### src/hdl/dlpm_pkg.sv
// ----------------------------------------------------------------------------
// dlpm_pkg
// Types, codes and reset values shared by the lease pool manager modules.
// ----------------------------------------------------------------------------
`default_nettype none

package dlpm_pkg;

    localparam int POOL_DEPTH_DEF = 256;
    localparam int CFG_IDX_W      = 3;

    localparam logic [CFG_IDX_W-1:0] CFG_POOL_SIZE     = 3'd0;
    localparam logic [CFG_IDX_W-1:0] CFG_DEFAULT_LEASE = 3'd1;
    localparam logic [CFG_IDX_W-1:0] CFG_MAX_LEASE     = 3'd2;
    localparam logic [CFG_IDX_W-1:0] CFG_MIN_LEASE     = 3'd3;
    localparam logic [CFG_IDX_W-1:0] CFG_SERVER_ID     = 3'd4;

    localparam logic [8:0]  POOL_SIZE_RST     = 9'd256;
    localparam logic [31:0] DEFAULT_LEASE_RST = 32'd60;
    localparam logic [31:0] MAX_LEASE_RST     = 32'd3600;
    localparam logic [31:0] MIN_LEASE_RST     = 32'd30;
    localparam logic [15:0] SERVER_ID_RST     = 16'd0;

    localparam logic [1:0] CMD_DIS = 2'd0;
    localparam logic [1:0] CMD_REQ = 2'd1;

    localparam logic [1:0] ST_FREE     = 2'd0;
    localparam logic [1:0] ST_OFFERED  = 2'd1;
    localparam logic [1:0] ST_OCCUPIED = 2'd2;
    localparam logic [1:0] ST_EXPIRED  = 2'd3;

    localparam logic [1:0] KIND_OFFER = 2'd0;
    localparam logic [1:0] KIND_ACK   = 2'd1;
    localparam logic [1:0] KIND_NAK   = 2'd2;

    // token operations walking the cell chain
    localparam logic [1:0] OP_DIS       = 2'd0;
    localparam logic [1:0] OP_REQ_THIS  = 2'd1;
    localparam logic [1:0] OP_REQ_OTHER = 2'd2;
    localparam logic [1:0] OP_WRITE     = 2'd3;

    // discover pick ranking, higher wins
    localparam logic [1:0] CLS_NONE    = 2'd0;
    localparam logic [1:0] CLS_EXPIRED = 2'd1;
    localparam logic [1:0] CLS_FREE    = 2'd2;
    localparam logic [1:0] CLS_OWN     = 2'd3;

    typedef struct packed {
        logic [31:0] now;
        logic [15:0] client_id;
        logic        to_broadcast;
        logic [15:0] to_server;
        logic [1:0]  command;
        logic [15:0] asked_address;
        logic [31:0] asked_expiry;
    } t_in;

    typedef struct packed {
        logic [1:0]  reply_kind;
        logic [15:0] reply_client;
        logic [15:0] reply_address;
        logic [31:0] reply_lease_end;
    } t_out;

    typedef struct packed {
        logic [8:0]  pool_size;
        logic [31:0] default_lease;
        logic [31:0] max_lease;
        logic [31:0] min_lease;
        logic [15:0] server_id;
    } t_cfg;

    typedef struct packed {
        logic        valid;
        logic [1:0]  op;
        logic [31:0] key;
        logic [15:0] client;
        logic [15:0] addr;
        logic [1:0]  wst;
        logic [1:0]  cls;
        logic [15:0] hit;
    } t_tok;

endpackage

`default_nettype wire

### src/hdl/dlpm_cell.sv
// ----------------------------------------------------------------------------
// dlpm_cell
// One pool entry: lapses, searches, frees or writes as a token passes by.
// ----------------------------------------------------------------------------
`default_nettype none

module dlpm_cell #(
    parameter int IDX = 0
) (
    input  wire logic           i_clk,
    input  wire logic           i_rst_n,
    input  wire logic [8:0]     i_pool_size,
    input  wire dlpm_pkg::t_tok i_tok,
    output dlpm_pkg::t_tok      o_tok
);

    localparam logic [15:0] ADDR = 16'(IDX + 1);

    logic [1:0]     r_st,  n_st;
    logic [15:0]    r_own, n_own;
    logic [31:0]    r_end, n_end;
    dlpm_pkg::t_tok r_tok, n_tok;

    logic        active;
    logic        lapse;
    logic [1:0]  st1;
    logic [15:0] own1;
    logic [31:0] end1;
    logic [1:0]  cand;
    logic        owned;

    always_comb begin
        active = ADDR <= {7'd0, i_pool_size};
        lapse  = (i_tok.op != dlpm_pkg::OP_WRITE) && active &&
                 (r_end != 32'd0) && (r_end <= i_tok.key);
        st1  = r_st;
        own1 = r_own;
        end1 = r_end;
        if (lapse) begin
            end1 = 32'd0;
            if (r_st == dlpm_pkg::ST_OFFERED) begin
                st1  = dlpm_pkg::ST_FREE;
                own1 = 16'd0;
            end else if (r_st == dlpm_pkg::ST_OCCUPIED) begin
                st1 = dlpm_pkg::ST_EXPIRED;
            end
        end
        owned = active && (st1 != dlpm_pkg::ST_FREE) && (own1 == i_tok.client);

        if (owned) begin
            cand = dlpm_pkg::CLS_OWN;
        end else if (active && st1 == dlpm_pkg::ST_FREE) begin
            cand = dlpm_pkg::CLS_FREE;
        end else if (active && st1 == dlpm_pkg::ST_EXPIRED) begin
            cand = dlpm_pkg::CLS_EXPIRED;
        end else begin
            cand = dlpm_pkg::CLS_NONE;
        end

        n_st  = r_st;
        n_own = r_own;
        n_end = r_end;
        n_tok = i_tok;
        if (i_tok.valid) begin
            case (i_tok.op)
                dlpm_pkg::OP_DIS: begin
                    n_st  = st1;
                    n_own = own1;
                    n_end = end1;
                    if (cand > i_tok.cls) begin
                        n_tok.cls = cand;
                        n_tok.hit = ADDR;
                    end
                end
                dlpm_pkg::OP_REQ_THIS: begin
                    n_st  = st1;
                    n_own = own1;
                    n_end = end1;
                    if (owned && i_tok.addr == ADDR) begin
                        n_tok.cls = dlpm_pkg::CLS_OWN;
                        n_tok.hit = ADDR;
                    end
                end
                dlpm_pkg::OP_REQ_OTHER: begin
                    n_st  = st1;
                    n_own = own1;
                    n_end = end1;
                    if (owned && st1 == dlpm_pkg::ST_OFFERED) begin
                        n_st  = dlpm_pkg::ST_FREE;
                        n_own = 16'd0;
                        n_end = 32'd0;
                    end
                end
                dlpm_pkg::OP_WRITE: begin
                    if (i_tok.addr == ADDR) begin
                        n_st  = i_tok.wst;
                        n_own = i_tok.client;
                        n_end = i_tok.key;
                    end
                end
                default: begin
                    n_st = r_st;
                end
            endcase
        end
    end

    always_ff @(posedge i_clk) begin
        if (!i_rst_n) begin
            r_st  <= dlpm_pkg::ST_FREE;
            r_own <= 16'd0;
            r_end <= 32'd0;
            r_tok <= '0;
        end else begin
            r_st  <= n_st;
            r_own <= n_own;
            r_end <= n_end;
            r_tok <= n_tok;
        end
    end

    assign o_tok = r_tok;

endmodule

`default_nettype wire

### config.mk
export PLATFORM = sky130hd
export DESIGN_NAME = dlpm_cell
export DESIGN_NICKNAME = d
export VERILOG_FILES = /design/src/hdl/dlpm_pkg.sv /design/src/hdl/dlpm_cell.sv
export SDC_FILE = /design/constraint.sdc
export NUM_CORES = 1
export LEC_CHECK = 0
export ABC_AREA = 1
export BUFFER_PORTS_ARGS = -buffer_cell sky130_fd_sc_hd__buf_2
export CELL_PAD_IN_SITES_DETAIL_PLACEMENT = 0
export CELL_PAD_IN_SITES_GLOBAL_PLACEMENT = 1
export CORE_ASPECT_RATIO = 0.9
export CORE_MARGIN = 4
export CORE_UTILIZATION = 30
export CTS_CLUSTER_SIZE = 30
export DETAILED_ROUTE_END_ITERATION = 6
export PLACE_DENSITY = 0.71
export SYNTH_ARGS = -nofsm -noshare
export SYNTH_HDL_FRONTEND = slang
export SYNTH_SLANG_ARGS = --single-unit
### constraint.sdc
create_clock -name i_clk -period 3.7 [get_ports i_clk]
set_input_delay 0.37 -clock i_clk [delete_from_list [all_inputs] [get_ports i_clk]]
set_output_delay 0.37 -clock i_clk [all_outputs]
set_load 0.02 [all_outputs]
==> run_results.csv <==
group,metric,value,unit
die,dieArea,26310,µm²
die,io_pins,185,
cts,cts_sinks,137,
pwr,ir_worst_vdd,0.0002695,V
setup_path,path_class,"flop to flop",
timing,setup_tns,0,ns
yosys,muxShareOfSynthArea,0,%
global_routing,grt_pass1_wl,34420,µm
yosys,ys_seq_area_share,38.45,%
setup_path,r2r_setup_slack,0.20,ns
setup_path,regToRegStartpoint,"r_end[22]",
yosys,synth_nets,1184,
timing,post-route-min-period,3.498,ns
timing,timing.final.crit_share,94.55,%
placement,io_buffers,184,
global_routing,use_met3,3.220,%
die,die_h,154.3,µm
timing,slew_headroom,56.04,%
yosys,yosysWarnings,0,
cells_and_area,synthToLayoutAreaGrowth,34.20,%
yosys,synth_top_family_by_area,"simple AND/OR/NAND/NOR gates",
global_routing,grt_usage,15.94,%
cts,htreeDepth,4,
pwr,combinationalPowerShare,18.5,%
worst_hold_path,hp-start,"i_tok[31]",
global_routing,use_met2,25.51,%
yosys,syn_area,7133,µm²
routing,route.detailed.drc,0,
worst_hold_path,hold_path_class,"primary input to flop",
cells_and_area,diodes,0,
routing,wirelength,21660,µm
pwr,powerDensity,446.4,nW/µm²
setup_path,crit_required,4.01,ns
routing,vias,7186,
job,max_cap_viol_count,0,
pwr,power.switching,1.243,mW
yosys,synth_top_area_share,38.45,%
global_routing,grt_overflow_total,0,
pwr,p_seq_share,38.0,%
routing,dr.first_iter.drc_count,344,
setup_path,endpoint_kind,"flop",
timing,fin_skew,0.01704,ns
die,rows,53,
cells_and_area,most-common-layout-cells,"240 x nand2_1, 183 x buf_2, 141 x inv_1",
timing,setup_viol_count_final,0,
yosys,synth.area.top_cells,"dfxtp_1 38%, nand2_1 14%, inv_1 7.5%",
global_routing,antenna_found_initial,0,
global_routing,busiest_layer,"met2",
cts,insertion_delay,0.43,ns
setup_path,worstRegToRegCells,27,
timing,max_freq,0.2859,GHz
setup_path,crit_top_cell,"nand2_1",
placement,place.gp.congestion,0.7515,
pwr,p_int,3.030,mW
global_routing,grt_max_degree,62,
yosys,synth_compound_area_share,15.52,%
pwr,power,4.273,mW
setup_path,r2r-end,"o_tok[6]",
yosys,yosysTopAreaCell,"dfxtp_1",
routing,avgRoutedWirePerCell,13.99,µm
yosys,synth_adder_area_share,6.139,%
cts,clockBufferDepth,2,
cells_and_area,final_layout_size_suffix_gt1_share,28.57,%
routing,vias_per_cell,4.642,
die,core,23410,µm²
timing,timing.final.max_slew_violations,0,
timing,final_hold_viol_count,0,
setup_path,crit_path_top_delay_cell,"dfxtp_4",
cts,clk_pin_slew,0.06,ns
pwr,swShare,29.09,%
setup_path,slowest_delay,0.36,ns
timing,tightest_slew,0.6594,ns
cts,cts_root_buf,"clkbuf_16",
setup_path,startpoint,"r_end[22]",
cts,cts_tree,"built",
cells_and_area,finalNetCount,1367,
yosys,yosysUniqueCellTypes,35,
die,fp.dieW,170.5,µm
setup_path,start_kind,"flop",
routing,drtAntennaViolNets,0,
setup_path,worstPathArrival,3.81,ns
timing,rsz0062_at_grt,"true",
pwr,clkPwrFrac,43.5,%
yosys,ys_ff_latch,137,
yosys,synthCells,1051,
die,start_util,30.47,%
pwr,power.leakage,4.991,nW
yosys,synth-simple-area-share,28.22,%
global_routing,use_met1,21.82,%
cells_and_area,final_common_cell,"nand2_1",
yosys,syn_area_per_cell,6.787,µm²
global_routing,first_global_vias,6827,
routing,drtPass1Iterations,4,
placement,dp_hpwl,14040,µm
cts,cts_buffers,17,
setup_path,cp_max_fo,7,
setup_path,endpoint,"o_tok[6]",
yosys,synthXorXnorAreaFrac,0.3684,%
status,status,"complete, no violations",
timing,hold-worst-slack,0.1375,ns
how the worst min path moves through the flow:
stage	to	slack, ns	depth (start not counted)
2_1_floorplan	o_tok[18]	0.46	2
3_3_place_gp	r_own[0]	0.51	2
3_5_place_dp	r_own[15]	0.52	2
4_1_cts	o_tok[21]	0.12	3
5_1_grt	o_tok[73]	0.13	3
6_report	o_tok[31]	0.14	3
Yosys cell counts:
cell,n
nor3_1,18
buf_2,2
xor2_1,2
a21oi_1,68
a21oi_2,10
nand3_2,2
nand2_2,3
nor3_2,1
inv_1,143
clkinv_1,2
o311ai_0,1
dfxtp_1,137
a21o_1,2
nand3_1,57
nand4_1,6
nor4_1,1
inv_2,4
o21a_1,2
buf_4,1
nor2_2,2
or4_1,3
o221ai_1,20
xnor2_1,1
nand2_1,259
nor2_1,120
ha_1,35
o211ai_1,15
clkbuf_1,48
nand4_2,1
o21ai_0,67
o21ai_1,2
buf_6,4
a22oi_1,1
buf_1,1
nand3b_1,10
what timing repair did:
| action | CTS | global route |
|---|---|---|
| gates cloned | 0 | 2 |
| pin swaps | 0 | 49 |
| resized for setup | 1 | 98 |
| setup endpoints to repair | 2 | 17 |
| endpoints found under the hold margin | 0 | 0 |
| hold buffers | 0 | 0 |
| buffers inserted | 0 | 6 |
through the flow:
step	std cells	worst slack, ns	cell area (µm²)	utilization (%)
2_1_floorplan	1051	0.3232	7133	-
3_3_place_gp	1509	-0.1472	8448	36.09
3_5_place_dp	1509	-0.1739	8448	36.09
4_1_cts	1540	0.03217	9077	38.78
5_1_grt	1548	-0.06950	9573	40.89
6_report	1548	0.2017	9573	40.89
layout make-up:
class                      count  area (µm²)
multi-input combinational    709        3933
tap                          302       377.9
sequential                   137        2779
timing repair buffer         220        1297
fill                        2427       13840
clock buffer                  19       452.9
inverter                     149       559.3
clock inverter                12       173.9
registers in the layout, summed over array words and instances (netlist names):
name	count
o_tok	87
r_st	2
r_end	32
r_own	16
critical path, delay by kind of cell (launching register included):
family,cells,cell delay [ns]
fa+ha+maj,2,0.58
compound gates,1,0.23
flops,1,0.36
simple gates,20,1.74
buf+inv,4,0.47
power by group through the flow:
| stage | registers [mW] | logic (mW) | clock network (mW) |
|---|---|---|---|
| 2_1_floorplan | 1.71 | 0.393 | 0 |
| 3_3_place_gp | 1.65 | 0.723 | 0 |
| 3_5_place_dp | 1.65 | 0.729 | 0 |
| 4_1_cts | 1.62 | 0.731 | 1.91 |
| 5_1_grt | 1.63 | 0.893 | 1.98 |
| 6_report | 1.62 | 0.793 | 1.86 |
routing by layer:
| layer | vias to the layer above | routed length [µm] |
|---|---|---|
| met3 | 19 | 1056 |
| met2 | 169 | 9777 |
| li1 | 3741 | - |
| met5 | - | 0 |
| met1 | 3257 | 10530 |
| met4 | 0 | 288 |
cell families (layout without fill, tap and decap cells):
family	Yosys count	count (layout)
compound gates	188	188
buf+inv	205	400
flops	137	137
simple gates	483	483
xor+xnor	3	3
fa+ha+maj	35	35
(Power assumes the default switching activity.)
