==> src/hdl/dlpm_pkg.sv <==
// ----------------------------------------------------------------------------
// dlpm_pkg
// Types, codes and reset values shared by the lease pool manager modules.
// ----------------------------------------------------------------------------
`default_nettype none

package dlpm_pkg;

    localparam int POOL_DEPTH_DEF = 256;
    localparam int CFG_IDX_W      = 3;

    localparam logic [CFG_IDX_W-1:0] CFG_POOL_SIZE     = 3'd0;
    localparam logic [CFG_IDX_W-1:0] CFG_DEFAULT_LEASE = 3'd1;
    localparam logic [CFG_IDX_W-1:0] CFG_MAX_LEASE     = 3'd2;
    localparam logic [CFG_IDX_W-1:0] CFG_MIN_LEASE     = 3'd3;
    localparam logic [CFG_IDX_W-1:0] CFG_SERVER_ID     = 3'd4;

    localparam logic [8:0]  POOL_SIZE_RST     = 9'd256;
    localparam logic [31:0] DEFAULT_LEASE_RST = 32'd60;
    localparam logic [31:0] MAX_LEASE_RST     = 32'd3600;
    localparam logic [31:0] MIN_LEASE_RST     = 32'd30;
    localparam logic [15:0] SERVER_ID_RST     = 16'd0;

    localparam logic [1:0] CMD_DIS = 2'd0;
    localparam logic [1:0] CMD_REQ = 2'd1;

    localparam logic [1:0] ST_FREE     = 2'd0;
    localparam logic [1:0] ST_OFFERED  = 2'd1;
    localparam logic [1:0] ST_OCCUPIED = 2'd2;
    localparam logic [1:0] ST_EXPIRED  = 2'd3;

    localparam logic [1:0] KIND_OFFER = 2'd0;
    localparam logic [1:0] KIND_ACK   = 2'd1;
    localparam logic [1:0] KIND_NAK   = 2'd2;

    // token operations walking the cell chain
    localparam logic [1:0] OP_DIS       = 2'd0;
    localparam logic [1:0] OP_REQ_THIS  = 2'd1;
    localparam logic [1:0] OP_REQ_OTHER = 2'd2;
    localparam logic [1:0] OP_WRITE     = 2'd3;

    // discover pick ranking, higher wins
    localparam logic [1:0] CLS_NONE    = 2'd0;
    localparam logic [1:0] CLS_EXPIRED = 2'd1;
    localparam logic [1:0] CLS_FREE    = 2'd2;
    localparam logic [1:0] CLS_OWN     = 2'd3;

    typedef struct packed {
        logic [31:0] now;
        logic [15:0] client_id;
        logic        to_broadcast;
        logic [15:0] to_server;
        logic [1:0]  command;
        logic [15:0] asked_address;
        logic [31:0] asked_expiry;
    } t_in;

    typedef struct packed {
        logic [1:0]  reply_kind;
        logic [15:0] reply_client;
        logic [15:0] reply_address;
        logic [31:0] reply_lease_end;
    } t_out;

    typedef struct packed {
        logic [8:0]  pool_size;
        logic [31:0] default_lease;
        logic [31:0] max_lease;
        logic [31:0] min_lease;
        logic [15:0] server_id;
    } t_cfg;

    typedef struct packed {
        logic        valid;
        logic [1:0]  op;
        logic [31:0] key;
        logic [15:0] client;
        logic [15:0] addr;
        logic [1:0]  wst;
        logic [1:0]  cls;
        logic [15:0] hit;
    } t_tok;

endpackage

`default_nettype wire

==> src/hdl/dlpm_ctrl.sv <==
// ----------------------------------------------------------------------------
// dlpm_ctrl
// Message decode, lease arithmetic, token injection and reply register.
// ----------------------------------------------------------------------------
`default_nettype none

module dlpm_ctrl (
    input  wire logic           i_clk,
    input  wire logic           i_rst_n,
    input  wire logic           i_in_valid,
    output logic                o_in_ready,
    input  wire dlpm_pkg::t_in  i_in_data,
    output logic                o_out_valid,
    input  wire logic           i_out_ready,
    output dlpm_pkg::t_out      o_out_data,
    input  wire dlpm_pkg::t_cfg i_cfg,
    output dlpm_pkg::t_tok      o_tok,
    input  wire dlpm_pkg::t_tok i_tok
);

    localparam logic [2:0] S_IDLE = 3'd0;
    localparam logic [2:0] S_LEN1 = 3'd1;
    localparam logic [2:0] S_LEN2 = 3'd2;
    localparam logic [2:0] S_LEN3 = 3'd3;
    localparam logic [2:0] S_WAIT = 3'd4;

    logic [2:0]     r_state, n_state;
    dlpm_pkg::t_in  r_msg,   n_msg;
    logic [31:0]    r_d,     n_d;
    logic [31:0]    r_len,   n_len;
    logic [31:0]    r_end,   n_end;
    dlpm_pkg::t_tok r_res,   n_res;
    logic           r_res_v, n_res_v;
    dlpm_pkg::t_tok r_inj,   n_inj;
    logic           r_out_v, n_out_v;
    dlpm_pkg::t_out r_out,   n_out;

    logic        accept;
    logic        is_dis;
    logic        is_req;
    logic        found;
    logic        need_out;
    logic        do_wr;
    logic        out_free;
    logic [31:0] lo_len;
    logic [32:0] sum;

    always_comb begin
        accept   = i_in_valid && (r_state == S_IDLE);
        is_dis   = (i_in_data.command == dlpm_pkg::CMD_DIS) && i_in_data.to_broadcast;
        is_req   = (i_in_data.command == dlpm_pkg::CMD_REQ) && !i_in_data.to_broadcast;
        found    = r_res.cls != dlpm_pkg::CLS_NONE;
        need_out = (r_res.op == dlpm_pkg::OP_DIS && found) ||
                   (r_res.op == dlpm_pkg::OP_REQ_THIS);
        do_wr    = (r_res.op == dlpm_pkg::OP_DIS && found) ||
                   (r_res.op == dlpm_pkg::OP_REQ_THIS && r_res.cls == dlpm_pkg::CLS_OWN);
        out_free = !r_out_v || i_out_ready;
        lo_len   = (r_d > i_cfg.min_lease) ? r_d : i_cfg.min_lease;
        sum      = {1'b0, r_msg.now} + {1'b0, r_len};

        n_state = r_state;
        n_msg   = r_msg;
        n_d     = r_d;
        n_len   = r_len;
        n_end   = r_end;
        n_res   = r_res;
        n_res_v = r_res_v;
        n_out   = r_out;
        n_out_v = r_out_v && !i_out_ready;
        n_inj   = r_inj;
        n_inj.valid = 1'b0;

        // catch the scan token at the end of the chain
        if (i_tok.valid && i_tok.op != dlpm_pkg::OP_WRITE) begin
            n_res   = i_tok;
            n_res_v = 1'b1;
        end

        case (r_state)
            S_IDLE: begin
                if (accept && (is_dis || is_req)) begin
                    n_msg       = i_in_data;
                    n_res_v     = 1'b0;
                    n_inj.valid = 1'b1;
                    if (is_dis) begin
                        n_inj.op = dlpm_pkg::OP_DIS;
                    end else if (i_in_data.to_server == i_cfg.server_id) begin
                        n_inj.op = dlpm_pkg::OP_REQ_THIS;
                    end else begin
                        n_inj.op = dlpm_pkg::OP_REQ_OTHER;
                    end
                    n_inj.key    = i_in_data.now;
                    n_inj.client = i_in_data.client_id;
                    n_inj.addr   = i_in_data.asked_address;
                    n_inj.wst    = dlpm_pkg::ST_FREE;
                    n_inj.cls    = dlpm_pkg::CLS_NONE;
                    n_inj.hit    = 16'd0;
                    n_state      = S_LEN1;
                end
            end
            S_LEN1: begin
                n_d = (r_msg.asked_expiry > r_msg.now) ?
                      (r_msg.asked_expiry - r_msg.now) : 32'd0;
                n_state = S_LEN2;
            end
            S_LEN2: begin
                if (r_msg.asked_expiry == 32'd0) begin
                    n_len = i_cfg.default_lease;
                end else begin
                    n_len = (lo_len > i_cfg.max_lease) ? i_cfg.max_lease : lo_len;
                end
                n_state = S_LEN3;
            end
            S_LEN3: begin
                n_end   = sum[32] ? 32'hFFFF_FFFF : sum[31:0];
                n_state = S_WAIT;
            end
            S_WAIT: begin
                if (r_res_v && (!need_out || out_free)) begin
                    n_state = S_IDLE;
                    if (need_out) begin
                        n_out_v            = 1'b1;
                        n_out.reply_client = r_msg.client_id;
                        if (r_res.op == dlpm_pkg::OP_DIS) begin
                            n_out.reply_kind    = dlpm_pkg::KIND_OFFER;
                            n_out.reply_address = r_res.hit;
                        end else if (do_wr) begin
                            n_out.reply_kind    = dlpm_pkg::KIND_ACK;
                            n_out.reply_address = r_msg.asked_address;
                        end else begin
                            n_out.reply_kind    = dlpm_pkg::KIND_NAK;
                            n_out.reply_address = r_msg.asked_address;
                        end
                        n_out.reply_lease_end = do_wr ? r_end : 32'd0;
                    end
                    if (do_wr) begin
                        n_inj.valid  = 1'b1;
                        n_inj.op     = dlpm_pkg::OP_WRITE;
                        n_inj.key    = r_end;
                        n_inj.client = r_msg.client_id;
                        n_inj.addr   = r_res.hit;
                        n_inj.wst    = (r_res.op == dlpm_pkg::OP_DIS) ?
                                       dlpm_pkg::ST_OFFERED : dlpm_pkg::ST_OCCUPIED;
                        n_inj.cls    = dlpm_pkg::CLS_NONE;
                        n_inj.hit    = 16'd0;
                    end
                end
            end
            default: begin
                n_state = S_IDLE;
            end
        endcase
    end

    always_ff @(posedge i_clk) begin
        r_msg <= n_msg;
        r_d   <= n_d;
        r_len <= n_len;
        r_end <= n_end;
        r_res <= n_res;
        r_out <= n_out;
        if (!i_rst_n) begin
            r_state <= S_IDLE;
            r_res_v <= 1'b0;
            r_out_v <= 1'b0;
            r_inj   <= '0;
        end else begin
            r_state <= n_state;
            r_res_v <= n_res_v;
            r_out_v <= n_out_v;
            r_inj   <= n_inj;
        end
    end

    assign o_in_ready  = r_state == S_IDLE;
    assign o_out_valid = r_out_v;
    assign o_out_data  = r_out;
    assign o_tok       = r_inj;

endmodule

`default_nettype wire

==> config.mk <==
export PLATFORM = sky130hd
export DESIGN_NAME = dlpm_ctrl
export DESIGN_NICKNAME = d
export VERILOG_FILES = /design/src/hdl/dlpm_pkg.sv /design/src/hdl/dlpm_ctrl.sv
export SDC_FILE = /design/constraint.sdc
export NUM_CORES = 1
export LEC_CHECK = 0
export ABC_AREA = 1
export BUFFER_PORTS_ARGS = -buffer_cell sky130_fd_sc_hd__buf_2
export CORE_MARGIN = 2
export CORE_UTILIZATION = 40
export DETAILED_ROUTE_END_ITERATION = 16
export GPL_ROUTABILITY_DRIVEN = 0
export GPL_TIMING_DRIVEN = 0
export HOLD_SLACK_MARGIN = 0.15
export PLACE_DENSITY = 0.66
export SYNTH_ARGS = -nofsm -noshare
export SYNTH_HDL_FRONTEND = slang
export SYNTH_SLANG_ARGS = --single-unit
==> constraint.sdc <==
create_clock -name i_clk -period 6.9 [get_ports i_clk]
set_input_delay 1.38 -clock i_clk [delete_from_list [all_inputs] [get_ports i_clk]]
set_output_delay 1.38 -clock i_clk [all_outputs]
set_load 0.005 [all_outputs]
==> impl.org <==
** Run status
- The run finished with clean final reports.

** Floorplan
- In this run the standard cell core region covers just under 50000 µm².
- Top-level port count :: 482
- The die covers 50800 µm².
- Horiz. Die Dim :: about 230 µm
- Std cell rows :: between 80 and 90
- The initial utilization of the core area, before any placement, comes to between 40% and 50%.
- The floorplan step set the die height to between 200 and 250 µm.

** CTS
- Clock tree from TritonCTS :: built
- Clock-pin slew on the worst setup and hold paths :: around 0.06 ns
- Clk sink count :: 352
- Number of gates resized after CTS :: 0
- Clock buffer count from CTS :: 39
- For this design, the CTS-stage hold fixing added 0 buffers.
- In this run the post-CTS setup repair buffer count came out at 0.
- Clock tree synthesis selected as its root buffer the cell sky130_fd_sc_hd__clkbuf_16.
- Clock latency on the worst-skew pair, taken at its later pin, is 0.54 ns.
- The H-tree generated during clock tree synthesis spans 2 levels.
- Largest buffer count on any clock path :: 3

** Timing
- Final critical-path share of the clock period :: between 80% and 90%
- In this run the tightest slew margin relative to its limit is between 30% and 40%.
- Final critical delay including setup and external delays :: 5.58 ns
- At the pin with the least slew margin, the transition time is around 0.94 ns.
- The final-report max-slew violation count was 0.
- Unrepaired setup endpoints after global routing :: no
- Setup violations remaining at the end of the flow were counted as 0.
- For the final database, setup skew stands at roughly 0.018 ns.
- The final count of hold timing violations came to 0.
- Maximum operating frequency :: 0.179 GHz

** Pwr
- Power density of the placed cells :: 248 nW/µm²
- The analysis attributes to net switching a power of approximately 0.0018 W.
- Per report_power, the combinational group accounts for around a quarter of the total.
- Clock share of power :: 33.3%
- Sequential group share of total power :: 43.3%
- The worst-case IR drop observed on VDD is approximately 0.00016 V.
- In this run switching power makes up a little under a third of total power.
- Cell-internal power :: 0.00406 W
- The analysis attributes to cell leakage a power of between 10 and 15 nW.

** Worst setup path
- Terminus of the critical flop-to-flop path :: r_len[29]$_DFFE_PN_
- In this run the worst path has a maximum fanout of 10.
- Delay of the slowest critical-path stage :: 0.51 ns
- Worst Reg-to-Reg Cells :: 21
- Required @ worst endpoint :: 7.16 ns
- Counting both buffers and inverters, the worst setup path holds a total of 4.
- Worst path cell trace :: buf_2, inv_1, ha_1, nand2_1, nor2_1, nand3b_1, nor3b_2, nand2_1, nand2_1, clkbuf_1, nand3_1, nand2_1, ha_1, nand2_1, nor2_1, nand2_1, nor4_2, nand4_1, nand2_1, buf_2, nand3_1, nand2_1, nand2_1
- The worst setup path is captured at a flip-flop.
- Worst r2r src :: r_d[23]$_SDFFCE_PP0P_
- In this design, the critical path's most frequently occurring cell is sky130_fd_sc_hd__nand2_1.
- The critical path is of the input port to flip-flop type.
- Data arrival time at the worst-slack endpoint :: 5.84 ns
- Broken down by cell family, the worst path's largest delay share belongs to simple AND/OR/NAND/NOR gates.
- The setup check on the worst reg-to-reg path leaves a slack of ~1.9 ns.
- Critical path launch point type :: input port
- Max stage delay cell, worst path :: sky130_fd_sc_hd__clkbuf_1

** Finish
- Relative to the synthesized area, the layout overhead comes to 21.0%.
- Summing all multi-input logic gate instances after layout gives between 8000 and 9000 µm².
- Sequential Area :: slightly below 10000 µm²
- Layout cells sized above 1 :: between 10% and 20%
- After the last flow step, the layout net total stands at around 3200.
- Filler Cell Count :: about 4700
- Summing all non-filler instances in the final layout gives an area of about 24000 µm².
- Cells fill about half of the core in the end.

** GRT
- In the global route stage, met2 resource usage came out at 37.8%.
- Entering global routing, the biggest net connects between 50 and 60 pins.
- The total overflow left after global routing is 0.
- The initial antenna violation count was 7.
- The number of global-route vias before repair is between 15000 and 20000.
- Wire length of the first global-routing pass :: 90400 µm
- For met1 alone, demand over resource in global routing was between 30% and 40%.
- For this run, global-route usage on met3 was measured as approximately 3.4%.
- In the global route stage, overall resource usage came out at 23.1%.
- In this run the most used layer during global routing was met2.

** Logic synthesis
- Synth Area per Inst :: 8.74 µm²
- For this run, the number of Yosys warnings is 0.
- The mapped netlist covers approximately 20000 µm².
- In the synthesized netlist the dominant register cell turns out to be sky130_fd_sc_hd__edfxtp_1.
- Cell count after synthesis :: 2244
- Share of synthesized registers carrying an async set or reset :: 0%
- The synthesized design contains around 280 enable-type register cells.
- The netlist uses 44 different library cells.
- Part of the Yosys area used for sequential elements :: around half
- Number of storage elements in the synthesis netlist :: 352

** Drt
- DR vias/cell :: between 5 and 6
- After the first detailed-routing iteration, the DRC count stood at 1613.
- The count of nets left with antenna violations once routing finished came out at 0.
- Post-detailed-routing wire length :: ~61000 µm
- Dividing the detail-routed wire length by the instance count gives 18.1 µm.
- For this run, design rule violations remaining after detail routing come to 0.
- Total vias in the final route :: between 15000 and 20000
- Detailed Routing Iterations Pass 1 :: 6

** Job
- Across the run, the number of max-cap violations was 0.

** Min path
- The startpoint identified for the worst hold timing path is o_tok[68]$_SDFFE_PN0P_.
- Min-delay worst type :: flip-flop to flip-flop
- Hold Path Sink :: o_tok[68]$_SDFFE_PN0P_
- The worst hold path passes through 2 cells.

** Placed design
- Summing all placed instances gives a cell area of ~23000 µm².
- Once detailed placement completed, the half-perimeter wirelength came to ~48000 µm.
- The count of buffers added on input and output ports is 388.
==> worst reg2reg max path, delay by kind of cell, from the launching register on <==
kind                       cells  cell delay (ns)
buffers and inverters          2             0.83
adders and majority gates      2             0.44
and+or+nand+nor               17             3.04
DFF                            1             0.40
==> flip-flops by register name, summed over array words and instances, names as in the netlist <==
register,cells
o_out_valid,1
o_tok,69
r_res,20
r_len,32
o_out_data,66
r_msg,96
r_res_v,1
r_state,3
r_d,32
r_end,32
==> layout make-up <==
type                    count  share of cell area [%]
diodes                      4                  0.0422
clock inverters            14                   0.438
inverters                 282                    4.47
well taps                 622                    3.28
multi-input cells        1547                    35.3
plain buffers              80                    1.81
clock buffers              57                    4.61
flip-flops and latches    352                    41.4
repair buffers            394                    8.61
==> layer usage <==
layer	wire length, µm	vias up
met5	27	-
met4	2160	4
met3	4260	117
met2	28400	707
met1	25700	8142
li1	-	8460
==> synth_stat cells, types with 3 or more instances <==
master / instances / area share [%]
sky130_fd_sc_hd__a21oi_1: 186 / 4.7
sky130_fd_sc_hd__ha_1: 128 / 8.2
sky130_fd_sc_hd__xnor2_1: 21 / 0.94
sky130_fd_sc_hd__buf_6: 3 / 0.17
sky130_fd_sc_hd__o21ai_0: 55 / 1.4
sky130_fd_sc_hd__xor2_1: 32 / 1.4
sky130_fd_sc_hd__buf_2: 29 / 0.74
sky130_fd_sc_hd__o21a_1: 12 / 0.46
sky130_fd_sc_hd__a22oi_1: 64 / 2.5
sky130_fd_sc_hd__nor3_1: 31 / 0.79
sky130_fd_sc_hd__inv_2: 7 / 0.13
sky130_fd_sc_hd__o2111ai_1: 3 / 0.13
sky130_fd_sc_hd__nand2_1: 575 / 11
sky130_fd_sc_hd__a21o_1: 14 / 0.54
sky130_fd_sc_hd__dfxtp_1: 74 / 7.6
sky130_fd_sc_hd__o21bai_1: 8 / 0.31
sky130_fd_sc_hd__clkbuf_1: 30 / 0.57
sky130_fd_sc_hd__inv_1: 275 / 5.3
sky130_fd_sc_hd__nand3_1: 155 / 4.0
sky130_fd_sc_hd__nor2_1: 176 / 3.4
sky130_fd_sc_hd__o211ai_1: 5 / 0.19
sky130_fd_sc_hd__a31oi_1: 3 / 0.096
sky130_fd_sc_hd__o21ai_1: 10 / 0.26
sky130_fd_sc_hd__nand4_1: 20 / 0.64
sky130_fd_sc_hd__nor4_1: 6 / 0.19
sky130_fd_sc_hd__buf_4: 18 / 0.69
sky130_fd_sc_hd__nand3b_1: 5 / 0.19
sky130_fd_sc_hd__edfxtp_1: 278 / 43
==> layout by cell type, fill, tap and decap left out, types with 3 or more instances in the layout <==
cell type	netlist	routed
sky130_fd_sc_hd__a21o_1	14	14
sky130_fd_sc_hd__a21oi_1	186	185
sky130_fd_sc_hd__a21oi_2	2	3
sky130_fd_sc_hd__a22oi_1	64	64
sky130_fd_sc_hd__a31oi_1	3	3
sky130_fd_sc_hd__buf_2	29	417
sky130_fd_sc_hd__buf_4	18	19
sky130_fd_sc_hd__buf_6	3	4
sky130_fd_sc_hd__clkbuf_1	30	42
sky130_fd_sc_hd__clkbuf_16	0	39
sky130_fd_sc_hd__clkbuf_8	0	5
sky130_fd_sc_hd__clkinv_1	0	5
sky130_fd_sc_hd__clkinvlp_4	0	3
sky130_fd_sc_hd__conb_1	1	18
sky130_fd_sc_hd__dfxtp_1	74	74
sky130_fd_sc_hd__diode_2	0	4
sky130_fd_sc_hd__edfxtp_1	278	278
sky130_fd_sc_hd__ha_1	128	128
sky130_fd_sc_hd__inv_1	275	274
sky130_fd_sc_hd__inv_2	7	7
sky130_fd_sc_hd__nand2_1	575	575
sky130_fd_sc_hd__nand3_1	155	155
sky130_fd_sc_hd__nand3b_1	5	5
sky130_fd_sc_hd__nand4_1	20	20
sky130_fd_sc_hd__nor2_1	176	174
sky130_fd_sc_hd__nor2_4	1	3
sky130_fd_sc_hd__nor3_1	31	30
sky130_fd_sc_hd__nor3_2	2	3
sky130_fd_sc_hd__nor4_1	6	6
sky130_fd_sc_hd__o2111ai_1	3	3
sky130_fd_sc_hd__o211ai_1	5	5
sky130_fd_sc_hd__o21a_1	12	12
sky130_fd_sc_hd__o21ai_0	55	55
sky130_fd_sc_hd__o21ai_1	10	10
sky130_fd_sc_hd__o21bai_1	8	8
sky130_fd_sc_hd__xnor2_1	21	21
sky130_fd_sc_hd__xor2_1	32	32
==> metrics by stage <==
stage | power (W) | setup TNS [ns] | hold slack, ns | std cells | setup slack (ns)
final | 0.00589 | 0 | 0.461 | 3352 | 1.32
after global routing | 0.00618 | 0 | 0.468 | 3352 | 1.02
after CTS | 0.00591 | 0 | 0.459 | 3348 | 1.49
after detailed placement | 0.00395 | 0 | 0.443 | 3277 | 0.969
after global placement | 0.00392 | -33.53 | 0.437 | 3271 | -0.642
after floorplan | 0.00346 | 0 | 0.427 | 2261 | 1.56
==> cells by family after synthesis <==
logic type	share of synthesized area, %
and+or+nand+nor	20.6
xor gates and xnor gates	2.37
DFF	50.1
buffers and inverters	7.58
AOI/OAI and AO/OA	10.9
adders and majority gates	8.37
other	0.0191
==> worst max path at each step <==
stage | startpoint | endpoint | slack, ns | depth (start not counted)
after global routing | i_cfg[39] | r_len[5]$_DFFE_PN_ | 1.02 | 23
after detailed placement | i_cfg[39] | r_len[29]$_DFFE_PN_ | 0.97 | 22
final | i_cfg[39] | r_len[29]$_DFFE_PN_ | 1.32 | 23
after floorplan | i_in_data[48] | o_tok[69]$_SDFFE_PN0P_ | 1.56 | 8
after CTS | i_cfg[39] | r_len[29]$_DFFE_PN_ | 1.49 | 22
after global placement | i_in_data[48] | o_tok[71]$_SDFFE_PN0P_ | -0.64 | 9
==> power groups by stage <==
stage / combinational [W] / clock, W / sequential (W)
final: 0.00138 / 0.00196 / 0.00255
after global routing: 0.00155 / 0.00208 / 0.00256
after CTS: 0.00137 / 0.00200 / 0.00255
after detailed placement: 0.00136 / 0 / 0.00259
after global placement: 0.00132 / 0 / 0.00260
after floorplan: 0.000888 / 0 / 0.00257
(Power assumes the default switching activity.)
